### config.mk
export PLATFORM = sky130hd
export DESIGN_NAME = scale_peak_subsample_estimator
export DESIGN_NICKNAME = d
export VERILOG_FILES = /design/src/hw/rtl/spse_pkg.sv /design/src/hw/rtl/spse_cmd_fifo.sv /design/src/hw/rtl/spse_front.sv /design/src/hw/rtl/spse_back.sv /design/src/hw/rtl/scale_peak_subsample_estimator.sv
export SDC_FILE = /design/constraint.sdc
export NUM_CORES = 2
export LEC_CHECK = 0
export BUFFER_PORTS_ARGS = -buffer_cell sky130_fd_sc_hd__buf_2
export CAP_MARGIN = 10
export CORE_ASPECT_RATIO = 1.25
export CORE_MARGIN = 2
export CORE_UTILIZATION = 55
export CTS_CLUSTER_DIAMETER = 60
export DETAILED_ROUTE_END_ITERATION = 8
export PLACE_DENSITY = 0.71
export SYNTH_ARGS = -nofsm -noshare
export SYNTH_HDL_FRONTEND = slang
export SYNTH_SLANG_ARGS = --single-unit
export TNS_END_PERCENT = 100
### constraint.sdc
create_clock -name clock -period 10 [get_ports clock]
set_clock_uncertainty 0.15 [all_clocks]
set_input_delay 1.5 -clock clock [delete_from_list [all_inputs] [get_ports clock]]
set_output_delay 1.5 -clock clock [all_outputs]
set_load 0.05 [all_outputs]
### src/hw/rtl/spse_pkg.sv
`default_nettype none
// ----------------------------------------------------------------------------
// spse_pkg: shared types and constants of the scale peak estimator
// Field widths, register map, reset values and the transaction structs
// that pass between the front, the command queue and the back end.
// ----------------------------------------------------------------------------
package spse_pkg;

   localparam int RESP_W = 32;   // Laplacian response
   localparam int SIG_W  = 16;   // Q8.8 sigma values
   localparam int IDX_W  = 6;    // scale index on the result

   localparam int MAX_SCALES_DEF = 16;
   localparam int CMD_DEPTH_DEF  = 2;

   // register map, byte address = 4 * index
   localparam int CSR_ADDR_W = 4;
   localparam int CSR_DATA_W = 32;
   localparam logic [1:0] REG_SIGMA_BASE    = 2'd0;
   localparam logic [1:0] REG_SIGMA_STEP    = 2'd1;
   localparam logic [1:0] REG_DEFAULT_SCALE = 2'd2;

   localparam logic [SIG_W-1:0] SIGMA_BASE_RST    = 16'd256;
   localparam logic [SIG_W-1:0] SIGMA_STEP_RST    = 16'd362;
   localparam logic [SIG_W-1:0] DEFAULT_SCALE_RST = 16'd256;

   typedef struct packed {
      logic signed [RESP_W-1:0] response;
      logic                     last_scale;
   } req_type;

   typedef struct packed {
      logic [SIG_W-1:0] scale_estimate;
      logic             peak_found;
      logic [IDX_W-1:0] peak_index;
   } rsp_type;

   typedef struct packed {
      logic [SIG_W-1:0] sigma_base;
      logic [SIG_W-1:0] sigma_step;
      logic [SIG_W-1:0] default_scale;
   } cfg_type;

   // one finished pixel: the peak triple, or just the no-peak flag
   typedef struct packed {
      logic                     found;
      logic [IDX_W-1:0]         idx;
      logic signed [RESP_W-1:0] left;
      logic signed [RESP_W-1:0] center;
      logic signed [RESP_W-1:0] right;
   } cmd_type;

endpackage
`default_nettype wire

### src/hw/rtl/spse_cmd_fifo.sv
`default_nettype none
// ----------------------------------------------------------------------------
// spse_cmd_fifo: short pixel command queue
// Register-based queue between the front and the back end.
// ----------------------------------------------------------------------------
module spse_cmd_fifo #(
   parameter int DEPTH = spse_pkg::CMD_DEPTH_DEF
) (
   input  wire                   clock,
   input  wire                   reset,
   input  wire                   wr_en,
   input  spse_pkg::cmd_type     wr_data,
   output logic                  full,
   input  wire                   rd_en,
   output spse_pkg::cmd_type     rd_data,
   output logic                  empty
);
   import spse_pkg::*;

   localparam int PW = (DEPTH > 1) ? $clog2(DEPTH) : 1;
   localparam int CNT_W = $clog2(DEPTH + 1);

   cmd_type          entry_ff [DEPTH];
   logic [PW-1:0]    wr_ptr_ff, wr_ptr_in;
   logic [PW-1:0]    rd_ptr_ff, rd_ptr_in;
   logic [CNT_W-1:0] count_ff, count_in;
   logic             do_wr, do_rd;

   assign full    = (count_ff == CNT_W'(DEPTH));
   assign empty   = (count_ff == '0);
   assign do_wr   = wr_en && !full;
   assign do_rd   = rd_en && !empty;
   assign rd_data = entry_ff[rd_ptr_ff];

   always_comb begin
      wr_ptr_in = wr_ptr_ff;
      rd_ptr_in = rd_ptr_ff;
      count_in  = count_ff;
      if (do_wr) begin
         wr_ptr_in = (wr_ptr_ff == PW'(DEPTH - 1)) ? '0 : wr_ptr_ff + PW'(1);
      end
      if (do_rd) begin
         rd_ptr_in = (rd_ptr_ff == PW'(DEPTH - 1)) ? '0 : rd_ptr_ff + PW'(1);
      end
      if (do_wr && !do_rd) begin
         count_in = count_ff + CNT_W'(1);
      end else if (do_rd && !do_wr) begin
         count_in = count_ff - CNT_W'(1);
      end
   end

   always_ff @(posedge clock) begin
      if (reset) begin
         wr_ptr_ff <= '0;
         rd_ptr_ff <= '0;
         count_ff  <= '0;
      end else begin
         wr_ptr_ff <= wr_ptr_in;
         rd_ptr_ff <= rd_ptr_in;
         count_ff  <= count_in;
      end
   end

   always_ff @(posedge clock) begin
      if (do_wr) begin
         entry_ff[wr_ptr_ff] <= wr_data;
      end
   end

endmodule
`default_nettype wire

### src/hw/rtl/spse_front.sv
`default_nettype none
// ----------------------------------------------------------------------------
// spse_front: response tracker and peak detector
// Keeps the last two responses of the current pixel, flags the first
// interior peak and emits one command per pixel on its last scale.
// ----------------------------------------------------------------------------
module spse_front #(
   parameter int MAX_SCALES = spse_pkg::MAX_SCALES_DEF
) (
   input  wire                 clock,
   input  wire                 reset,
   input  wire                 accept,
   input  spse_pkg::req_type   req_data,
   output logic                cmd_push,
   output spse_pkg::cmd_type   cmd_data
);
   import spse_pkg::*;

   localparam int CW = $clog2(MAX_SCALES);

   logic signed [RESP_W-1:0] older_ff, older_in;
   logic signed [RESP_W-1:0] newer_ff, newer_in;
   logic signed [RESP_W-1:0] hl_ff, hl_in, hc_ff, hc_in, hr_ff, hr_in;
   logic [CW-1:0]            count_ff, count_in;
   logic [CW-1:0]            hidx_ff, hidx_in;
   logic                     peak_ff, peak_in;
   logic                     sat_ff, sat_in;
   logic [CW:0]              count_inc;
   logic signed [RESP_W-1:0] v;
   logic                     peak_now;

   assign v         = req_data.response;
   assign count_inc = {1'b0, count_ff} + (CW+1)'(1);
   assign peak_now  = !sat_ff && !peak_ff && (count_ff >= CW'(2)) &&
                      (newer_ff >= older_ff) && (newer_ff >= v);

   always_comb begin
      older_in = older_ff;
      newer_in = newer_ff;
      hl_in    = hl_ff;
      hc_in    = hc_ff;
      hr_in    = hr_ff;
      count_in = count_ff;
      hidx_in  = hidx_ff;
      peak_in  = peak_ff;
      sat_in   = sat_ff;
      if (accept) begin
         if (!sat_ff) begin
            if (peak_now) begin
               peak_in = 1'b1;
               hl_in   = older_ff;
               hc_in   = newer_ff;
               hr_in   = v;
               hidx_in = count_ff - CW'(1);
            end
            older_in = newer_ff;
            newer_in = v;
            if (count_inc >= (CW+1)'(MAX_SCALES)) begin
               sat_in = 1'b1;
            end else begin
               count_in = count_inc[CW-1:0];
            end
         end
         // pixel done: clear for the next one
         if (req_data.last_scale) begin
            older_in = '0;
            newer_in = '0;
            count_in = '0;
            hidx_in  = '0;
            peak_in  = 1'b0;
            sat_in   = 1'b0;
         end
      end
   end

   always_comb begin
      cmd_push        = accept && req_data.last_scale;
      cmd_data.found  = peak_ff || peak_now;
      cmd_data.idx    = peak_now ? IDX_W'(count_ff - CW'(1)) : IDX_W'(hidx_ff);
      cmd_data.left   = peak_now ? older_ff : hl_ff;
      cmd_data.center = peak_now ? newer_ff : hc_ff;
      cmd_data.right  = peak_now ? v : hr_ff;
   end

   always_ff @(posedge clock) begin
      if (reset) begin
         older_ff <= '0;
         newer_ff <= '0;
         count_ff <= '0;
         hidx_ff  <= '0;
         peak_ff  <= 1'b0;
         sat_ff   <= 1'b0;
      end else begin
         older_ff <= older_in;
         newer_ff <= newer_in;
         count_ff <= count_in;
         hidx_ff  <= hidx_in;
         peak_ff  <= peak_in;
         sat_ff   <= sat_in;
      end
   end

   always_ff @(posedge clock) begin
      hl_ff <= hl_in;
      hc_ff <= hc_in;
      hr_ff <= hr_in;
   end

   a_sat_count : assert property (@(posedge clock) disable iff (reset)
      sat_ff |-> count_ff == CW'(MAX_SCALES - 1))
      else $error("saturated pixel with unexpected scale count");

   a_peak_interior : assert property (@(posedge clock) disable iff (reset)
      peak_ff |-> hidx_ff != '0)
      else $error("held peak at scale zero");

endmodule
`default_nettype wire

### src/hw/rtl/spse_back.sv
`default_nettype none
// ----------------------------------------------------------------------------
// spse_back: centroid interpolation engine
// Takes one pixel command, works out the shifted centroid offset with a
// bit-serial divider and saturates the sigma (default scale if no peak),
// and holds it in the result register until it is popped.
// ----------------------------------------------------------------------------
module spse_back (
   input  wire                 clock,
   input  wire                 reset,
   input  spse_pkg::cfg_type   cfg,
   input  wire                 cmd_avail,
   input  spse_pkg::cmd_type   cmd_data,
   output logic                cmd_pop,
   output logic                empty,
   input  wire                 pop,
   output spse_pkg::rsp_type   rsp_data
);
   import spse_pkg::*;

   localparam int MAG_W  = 48;
   localparam int SUM_W  = 35;
   localparam int CNT_W  = $clog2(MAG_W);
   localparam int BASE_W = 23;

   typedef enum logic [6:0] {
      ST_IDLE  = 7'b0000001,
      ST_SUM   = 7'b0000010,
      ST_MUL   = 7'b0000100,
      ST_ABS   = 7'b0001000,
      ST_DIV   = 7'b0010000,
      ST_FIN   = 7'b0100000,
      ST_WRITE = 7'b1000000
   } state_type;

   state_type                state_ff, state_in;
   cmd_type                  cmd_ff;
   logic signed [RESP_W:0]   diff_ff;
   logic signed [RESP_W+1:0] lcr_ff;
   logic [RESP_W:0]          norm_ff;
   logic [BASE_W-1:0]        basep_ff;
   logic signed [MAG_W:0]    prod_ff;
   logic [SUM_W-1:0]         sum_ff;
   logic [MAG_W-1:0]         mag_ff;
   logic [SUM_W-1:0]         rem_ff;
   logic                     neg_ff;
   logic [CNT_W-1:0]         cnt_ff, cnt_in;
   rsp_type                  res_ff;
   logic                     valid_ff, valid_in;
   rsp_type                  out_ff;

   logic [RESP_W-1:0]        tl, tc, tr;
   logic signed [MAG_W+1:0]  prod_full;
   logic signed [SUM_W:0]    sum_full;
   logic signed [MAG_W:0]    prod_neg;
   logic [SUM_W:0]           rem_sh;
   logic                     qbit;
   logic [SUM_W:0]           rem_sub;
   logic signed [MAG_W:0]    off;
   logic signed [MAG_W+1:0]  sig;
   logic                     load;

   // magnitude of a non-positive response, zero otherwise
   always_comb begin
      tl = (cmd_ff.left   <= 0) ? RESP_W'(-cmd_ff.left)   : '0;
      tc = (cmd_ff.center <= 0) ? RESP_W'(-cmd_ff.center) : '0;
      tr = (cmd_ff.right  <= 0) ? RESP_W'(-cmd_ff.right)  : '0;
   end

   always_comb begin
      prod_full = diff_ff * $signed({1'b0, cfg.sigma_step});
      sum_full  = (SUM_W+1)'(lcr_ff) + $signed({3'b000, norm_ff})
                + $signed({2'b00, norm_ff, 1'b0});
      prod_neg  = -prod_ff;
      rem_sh    = {rem_ff, mag_ff[MAG_W-1]};
      qbit      = (rem_sh >= {1'b0, sum_ff});
      rem_sub   = qbit ? rem_sh - {1'b0, sum_ff} : rem_sh;
      off       = neg_ff ? -$signed({1'b0, mag_ff}) : $signed({1'b0, mag_ff});
      sig       = (MAG_W+2)'(off) + $signed({(MAG_W+2-BASE_W)'(0), basep_ff});
   end

   assign cmd_pop  = (state_ff == ST_IDLE) && cmd_avail;
   assign load     = (state_ff == ST_WRITE) && (!valid_ff || pop);
   assign empty    = !valid_ff;
   assign rsp_data = out_ff;

   always_comb begin
      state_in = state_ff;
      cnt_in   = cnt_ff;
      case (state_ff)
         ST_IDLE: begin
            if (cmd_avail) begin
               state_in = cmd_data.found ? ST_SUM : ST_WRITE;
            end
         end
         ST_SUM:   state_in = ST_MUL;
         ST_MUL:   state_in = ST_ABS;
         ST_ABS: begin
            state_in = ST_DIV;
            cnt_in   = '0;
         end
         ST_DIV: begin
            cnt_in = cnt_ff + CNT_W'(1);
            if (cnt_ff == CNT_W'(MAG_W - 1)) begin
               state_in = ST_FIN;
            end
         end
         ST_FIN:   state_in = ST_WRITE;
         ST_WRITE: begin
            if (load) begin
               state_in = ST_IDLE;
            end
         end
         default:  state_in = ST_IDLE;
      endcase
   end

   always_comb begin
      valid_in = valid_ff;
      if (load) begin
         valid_in = 1'b1;
      end else if (pop && valid_ff) begin
         valid_in = 1'b0;
      end
   end

   always_ff @(posedge clock) begin
      if (reset) begin
         state_ff <= ST_IDLE;
         valid_ff <= 1'b0;
         cnt_ff   <= '0;
      end else begin
         state_ff <= state_in;
         valid_ff <= valid_in;
         cnt_ff   <= cnt_in;
      end
   end

   // datapath, no reset needed
   always_ff @(posedge clock) begin
      case (state_ff)
         ST_IDLE: begin
            cmd_ff                <= cmd_data;
            res_ff.scale_estimate <= cfg.default_scale;
            res_ff.peak_found     <= 1'b0;
            res_ff.peak_index     <= '0;
         end
         ST_SUM: begin
            diff_ff  <= (RESP_W+1)'(cmd_ff.right) - (RESP_W+1)'(cmd_ff.left);
            lcr_ff   <= (RESP_W+2)'(cmd_ff.left) + (RESP_W+2)'(cmd_ff.center)
                      + (RESP_W+2)'(cmd_ff.right);
            norm_ff  <= (RESP_W+1)'(1) + (RESP_W+1)'(tl) + (RESP_W+1)'(tc)
                      + (RESP_W+1)'(tr);
            basep_ff <= BASE_W'(cfg.sigma_base) + BASE_W'(cmd_ff.idx * cfg.sigma_step);
         end
         ST_MUL: begin
            prod_ff <= prod_full[MAG_W:0];
            sum_ff  <= sum_full[SUM_W-1:0];
         end
         ST_ABS: begin
            neg_ff <= prod_ff[MAG_W];
            mag_ff <= prod_ff[MAG_W] ? prod_neg[MAG_W-1:0] : prod_ff[MAG_W-1:0];
            rem_ff <= '0;
         end
         ST_DIV: begin
            // one quotient bit per cycle, shifted into the dividend register
            rem_ff <= rem_sub[SUM_W-1:0];
            mag_ff <= {mag_ff[MAG_W-2:0], qbit};
         end
         ST_FIN: begin
            res_ff.peak_found <= 1'b1;
            res_ff.peak_index <= cmd_ff.idx;
            if (sig < 0) begin
               res_ff.scale_estimate <= '0;
            end else if (sig > (MAG_W+2)'(65535)) begin
               res_ff.scale_estimate <= '1;
            end else begin
               res_ff.scale_estimate <= sig[SIG_W-1:0];
            end
         end
         default: begin
         end
      endcase
   end

   always_ff @(posedge clock) begin
      if (load) begin
         out_ff <= res_ff;
      end
   end

   a_div_nonzero : assert property (@(posedge clock) disable iff (reset)
      state_ff == ST_DIV |-> sum_ff != '0)
      else $error("centroid divisor is zero");

   a_no_peak_index : assert property (@(posedge clock) disable iff (reset)
      load && !res_ff.peak_found |-> res_ff.peak_index == '0)
      else $error("no-peak result carries a scale index");

endmodule
`default_nettype wire

### src/hw/rtl/scale_peak_subsample_estimator.sv
`default_nettype none
// ----------------------------------------------------------------------------
// scale_peak_subsample_estimator: scale-space peak finder with centroid
// sub-scale interpolation
// Streams one pixel's Laplacian responses, finds the first interior peak
// and reports its interpolated sigma in Q8.8, or the default scale.
// ----------------------------------------------------------------------------
//
//  channel   direction  handshake            payload
//  --------  ---------  -------------------  ------------------------------
//  request   in         push / full          req_data  (response, last_scale)
//  result    out        empty / pop          rsp_data  (estimate, found, index)
//  csr       in/out     psel/penable/pready  paddr, pwdata, prdata
//
//  The front takes one response per cycle, without gaps, while the queue
//  has room; a pixel's command enters the queue on its last_scale item.
//  The back end sends a pixel without a peak from idle straight to write;
//  one with a peak passes sum, mul, abs, the one-bit-per-cycle divider, fin.
//  Up to CMD_DEPTH pixels wait in the queue, one result in the output reg.
//  Synchronous active-high reset; no clearing pass, ready the cycle after.
//  full rises only when the queue is full; a stalled pop never stalls push
//  until the front has filled the queue behind it.
//
module scale_peak_subsample_estimator #(
   parameter int MAX_SCALES = spse_pkg::MAX_SCALES_DEF,
   parameter int CMD_DEPTH  = spse_pkg::CMD_DEPTH_DEF
) (
   input  wire                                  clock,
   input  wire                                  reset,
   // request channel
   input  wire                                  push,
   output logic                                 full,
   input  spse_pkg::req_type                    req_data,
   // result channel
   output logic                                 empty,
   input  wire                                  pop,
   output spse_pkg::rsp_type                    rsp_data,
   // register port
   input  wire                                  psel,
   input  wire                                  penable,
   input  wire                                  pwrite,
   input  wire  [spse_pkg::CSR_ADDR_W-1:0]      paddr,
   input  wire  [spse_pkg::CSR_DATA_W-1:0]      pwdata,
   output logic [spse_pkg::CSR_DATA_W-1:0]      prdata,
   output logic                                 pready
);
   import spse_pkg::*;

   logic [SIG_W-1:0] base_ff, base_in;
   logic [SIG_W-1:0] step_ff, step_in;
   logic [SIG_W-1:0] dflt_ff, dflt_in;
   logic [1:0]       reg_idx;
   logic             csr_wr;
   cfg_type          cfg;

   logic             accept;
   logic             cmd_push;
   cmd_type          cmd_wr;
   cmd_type          cmd_rd;
   logic             q_full, q_empty, cmd_pop;

   // register port: no wait states
   assign pready  = 1'b1;
   assign reg_idx = paddr[3:2];
   assign csr_wr  = psel && penable && pwrite && pready;

   always_comb begin
      base_in = base_ff;
      step_in = step_ff;
      dflt_in = dflt_ff;
      if (csr_wr) begin
         case (reg_idx)
            REG_SIGMA_BASE:    base_in = pwdata[SIG_W-1:0];
            REG_SIGMA_STEP:    step_in = pwdata[SIG_W-1:0];
            REG_DEFAULT_SCALE: dflt_in = pwdata[SIG_W-1:0];
            default: begin
               // drop writes past the register map
            end
         endcase
      end
   end

   always_comb begin
      case (reg_idx)
         REG_SIGMA_BASE:    prdata = CSR_DATA_W'(base_ff);
         REG_SIGMA_STEP:    prdata = CSR_DATA_W'(step_ff);
         REG_DEFAULT_SCALE: prdata = CSR_DATA_W'(dflt_ff);
         default:           prdata = '0;
      endcase
   end

   always_ff @(posedge clock) begin
      if (reset) begin
         base_ff <= SIGMA_BASE_RST;
         step_ff <= SIGMA_STEP_RST;
         dflt_ff <= DEFAULT_SCALE_RST;
      end else begin
         base_ff <= base_in;
         step_ff <= step_in;
         dflt_ff <= dflt_in;
      end
   end

   assign cfg.sigma_base    = base_ff;
   assign cfg.sigma_step    = step_ff;
   assign cfg.default_scale = dflt_ff;

   // hold off the request side only while the command queue is full
   assign full   = q_full;
   assign accept = push && !q_full;

   spse_front #(
      .MAX_SCALES (MAX_SCALES)
   ) u_front (
      .clock    (clock),
      .reset    (reset),
      .accept   (accept),
      .req_data (req_data),
      .cmd_push (cmd_push),
      .cmd_data (cmd_wr)
   );

   spse_cmd_fifo #(
      .DEPTH (CMD_DEPTH)
   ) u_queue (
      .clock   (clock),
      .reset   (reset),
      .wr_en   (cmd_push),
      .wr_data (cmd_wr),
      .full    (q_full),
      .rd_en   (cmd_pop),
      .rd_data (cmd_rd),
      .empty   (q_empty)
   );

   spse_back u_back (
      .clock     (clock),
      .reset     (reset),
      .cfg       (cfg),
      .cmd_avail (!q_empty),
      .cmd_data  (cmd_rd),
      .cmd_pop   (cmd_pop),
      .empty     (empty),
      .pop       (pop),
      .rsp_data  (rsp_data)
   );

endmodule
`default_nettype wire
==> results by group <==
Detailed routing
  • Wirelength per Cell: about 19 um
  • Antenna viol nets, final: 0
  • Iteration-0 DRC count of the detailed router: 3433
  • Via count: 48495
  • Drc violations: 0
  • Detailed-route wire length: about 170000 um
  • Vias per cell: 5.65
  • DR pass1 iterations: 6

Cells and area
  • Layout cells sized above 1: 8.80%
  • Area grow syn2layout: 7.78%
  • Final std cells w/o fill: 8583
  • Nets: 7973

Clock network
  • CTS tree: yes
  • CTS Sinks: approximately 880
  • CTS H-Tree Depth: 3
  • Hold_buf cts: 0
  • Reg clk slew, reported paths: 0.06 ns
  • Worst skew pair latency: about 0.69 ns
  • Post-CTS Resized: 0
  • Root Driver: clkbuf_16
  • Post-CTS Setup Repair Bufs: 0
  • CTS buffer count: 92
  • Clock buffer depth: 3

Synth
  • Sequential-to-total area share from yosys stat: 35.5%
  • Ys Warns: 0
  • Post-synth ARST share: 0%
  • Synth area leader: edfxtp_1
  • EDFF count, synth: 736
  • Synth cell types: 88
  • Synthesized area: roughly 70000 um2
  • Top-count cell post-synth: inv_1
  • Yosys reg bits: 877
  • Synthesized instance count: 6777
  • Synthesized area per cell: 10.4 um2
  • Most frequent cells after synthesis: inv_1, nand2_1, edfxtp_1
  • Cells taking the most area after synthesis: edfxtp_1, fa_1, ha_1
  • Primary FF master, synth: edfxtp_1
  • Post-synth top area share: 31.5%

Timing
  • Final hold violation count: 0
  • Fin crit share: a little under nine tenths
  • Max-slew violations: 0
  • Worst relative slew slack: 7.76%
  • Final-report setup violation count: 0
  • RSZ-0062 raised after global routing: false
  • Fmax: about 120 MHz
  • TNS Setup: 0 ns
  • WHS: roughly 0.27 ns
  • Fin crit period: between 8 and 9 ns
  • Worst-Margin Slew: between 1 and 1.5 ns

Critical path
  • Reg2reg setup slack: ~1.5 ns
  • Critical-path cell with the highest stage delay: dfxtp_1
  • RR Endpoint: u_back.prod_ff[47]
  • Data required, critical path: 10.28 ns
  • Crit-path max FO: 20
  • Slowest stage delay, CP: 1.07 ns
  • CP arrival: 8.81 ns
  • Setup CP Type: flip-flop to flip-flop
  • R2R cell count: 25
  • Startpoint types: flip-flop
  • Worst r2r src: step_ff[4]
  • Worst setup EP type: flip-flop

Power
  • Worst VDD drop: 0.392 mV
  • Power Dens Cells: 330 nW/um2
  • Total power: about 25 mW
  • Static leakage: approximately 32 nW

Placement
  • Routability cong.: 0.926
  • I/O Buffers: 98
  • Dpl cells: 8407
  • Post-DP HPWL: ~130000 um

GRT
  • Initial antenna violation count: 9
  • Total congestion overflow: 0
  • Overall routing resource usage: 25.8%
  • Vias in the first global route: 50635
  • Largest net degree at the start of global routing: 90
  • First-pass GRT wire length: around 270000 um

Floorplan
  • Num ports: 134
  • Die footprint: ~130000 um2
  • Placeable core area: around 130000 um2
  • Initial core utilization: a little under three fifths
  • Die Wd: 323 um
  • Die Height: around 400 um
  • Row count: 146

Hold path
  • Worst Hold End: u_back.rsp_data[4]
  • Worst hold path type: flip-flop to flip-flop
  • Hold Path Cell Cnt: 0
  • Hold Crit Start: u_back.res_ff[4]

Flow run
  • Maxcap violations: 0

Run status
  • Status: completed
==> where the power goes <==
group	internal (mW)	leakage [nW]	switching, mW
logic	6.09	22.4	8.97
registers	5.65	7.98	0.673
clock network	2.07	1.54	1.48
total	13.8	31.9	11.1
==> state kept, by name, summed over array words and instances (netlist names), 4 cells and up, named ones only <==
register / flops
u_queue.entry_ff: 204
u_back.cmd_ff: 101
u_back.prod_ff: 49
u_back.mag_ff: 48
u_back.rem_ff: 35
u_back.sum_ff: 35
u_back.lcr_ff: 34
u_back.diff_ff: 33
u_back.norm_ff: 33
u_front.hc_ff: 32
u_front.hl_ff: 32
u_front.hr_ff: 32
u_front.newer_ff: 32
u_front.older_ff: 32
u_back.basep_ff: 23
u_back.res_ff: 22
u_back.rsp_data: 22
base_ff: 16
dflt_ff: 16
step_ff: 16
u_back.state_ff: 7
u_back.cnt_ff: 6
u_front.count_ff: 4
u_front.hidx_ff: 4
==> how the worst max path moves through the flow <==
stage / startpoint / end / slack, ns
6_report: step_ff[4] / u_back.prod_ff[47] / 1.47
5_1_grt: step_ff[4] / u_back.prod_ff[47] / 1.05
4_1_cts: u_back.cmd_ff[32] / u_back.norm_ff[29] / 1.51
3_5_place_dp: u_back.cmd_ff[32] / u_back.norm_ff[29] / 1.51
3_3_place_gp: u_back.cmd_ff[32] / u_back.norm_ff[29] / 1.54
2_1_floorplan: push / u_front.newer_ff[0] / 2.70
==> critical path: cells and delay by family, from the launching register on <==
family,cells,cell delay (ns)
compound gates,8,3.14
fa+ha+maj,7,2.52
flops,1,1.07
buf+inv,6,0.89
simple gates,3,0.39
xor+xnor,1,0.10
==> stage by stage <==
step                      cell area [um2]  utilization (%)  setup slack, ns
final                               75600             59.7             1.47
after global routing                75600             59.7             1.05
after CTS                           75600             59.7             1.51
after detailed placement            72400             57.2             1.51
after global placement              72400             57.2             1.54
after floorplan                     70200                -             2.70
==> cell families after synthesis <==
family,share of synthesized area [%]
buf+inv,6.66
compound gates,9.43
simple gates,13.0
mux,3.65
xor+xnor,4.97
flops,35.5
fa+ha+maj,26.7
other cells,0.0107
==> placed cells by master (no fill, tap or decap), types with 25 or more instances in the layout <==
cell	n
inv_1	969
or2_2	27
xnor2_1	260
nand4_1	49
or4_1	25
o21a_1	41
clkbuf_16	93
ha_1	430
nand2b_1	51
a21o_1	99
buf_2	97
o31ai_1	45
dfxtp_1	138
and2_1	219
nor4_1	43
nor2_1	334
buf_4	65
mux2i_1	31
nor3_1	90
o21ai_0	249
edfxtp_1	736
nor2b_1	50
or3_1	39
a211oi_1	26
a21oi_1	303
and3_1	28
mux2_2	200
fa_1	668
o21bai_1	29
nand2_1	801
a22oi_1	65
xor2_1	136
nand3_1	76
==> per-layer routing <==
layer / GRT usage (%) / share of wire, % / routed length [um] / vias up
met2: 44.8 / 49 / 81700 / 1392
li1: - / - / - / 22786
met1: 31.3 / 40 / 65400 / 23876
met5: 0 / 0.035 / 58 / -
met4: 13.4 / 5.7 / 9380 / 8
met3: 3.47 / 5.3 / 8780 / 433
==> cell type report <==
type / count / area, um2
fill: 10395 / 51000
inverter: 972 / 3650
multi-input combinational: 4693 / 40700
timing repair buffer: 163 / 993
clock inverter: 60 / 777
sequential: 877 / 24900
antenna: 3 / 7.51
tap: 1702 / 2130
clock buffer: 113 / 2420
Note: power is estimated with default switching activity, not from simulation.
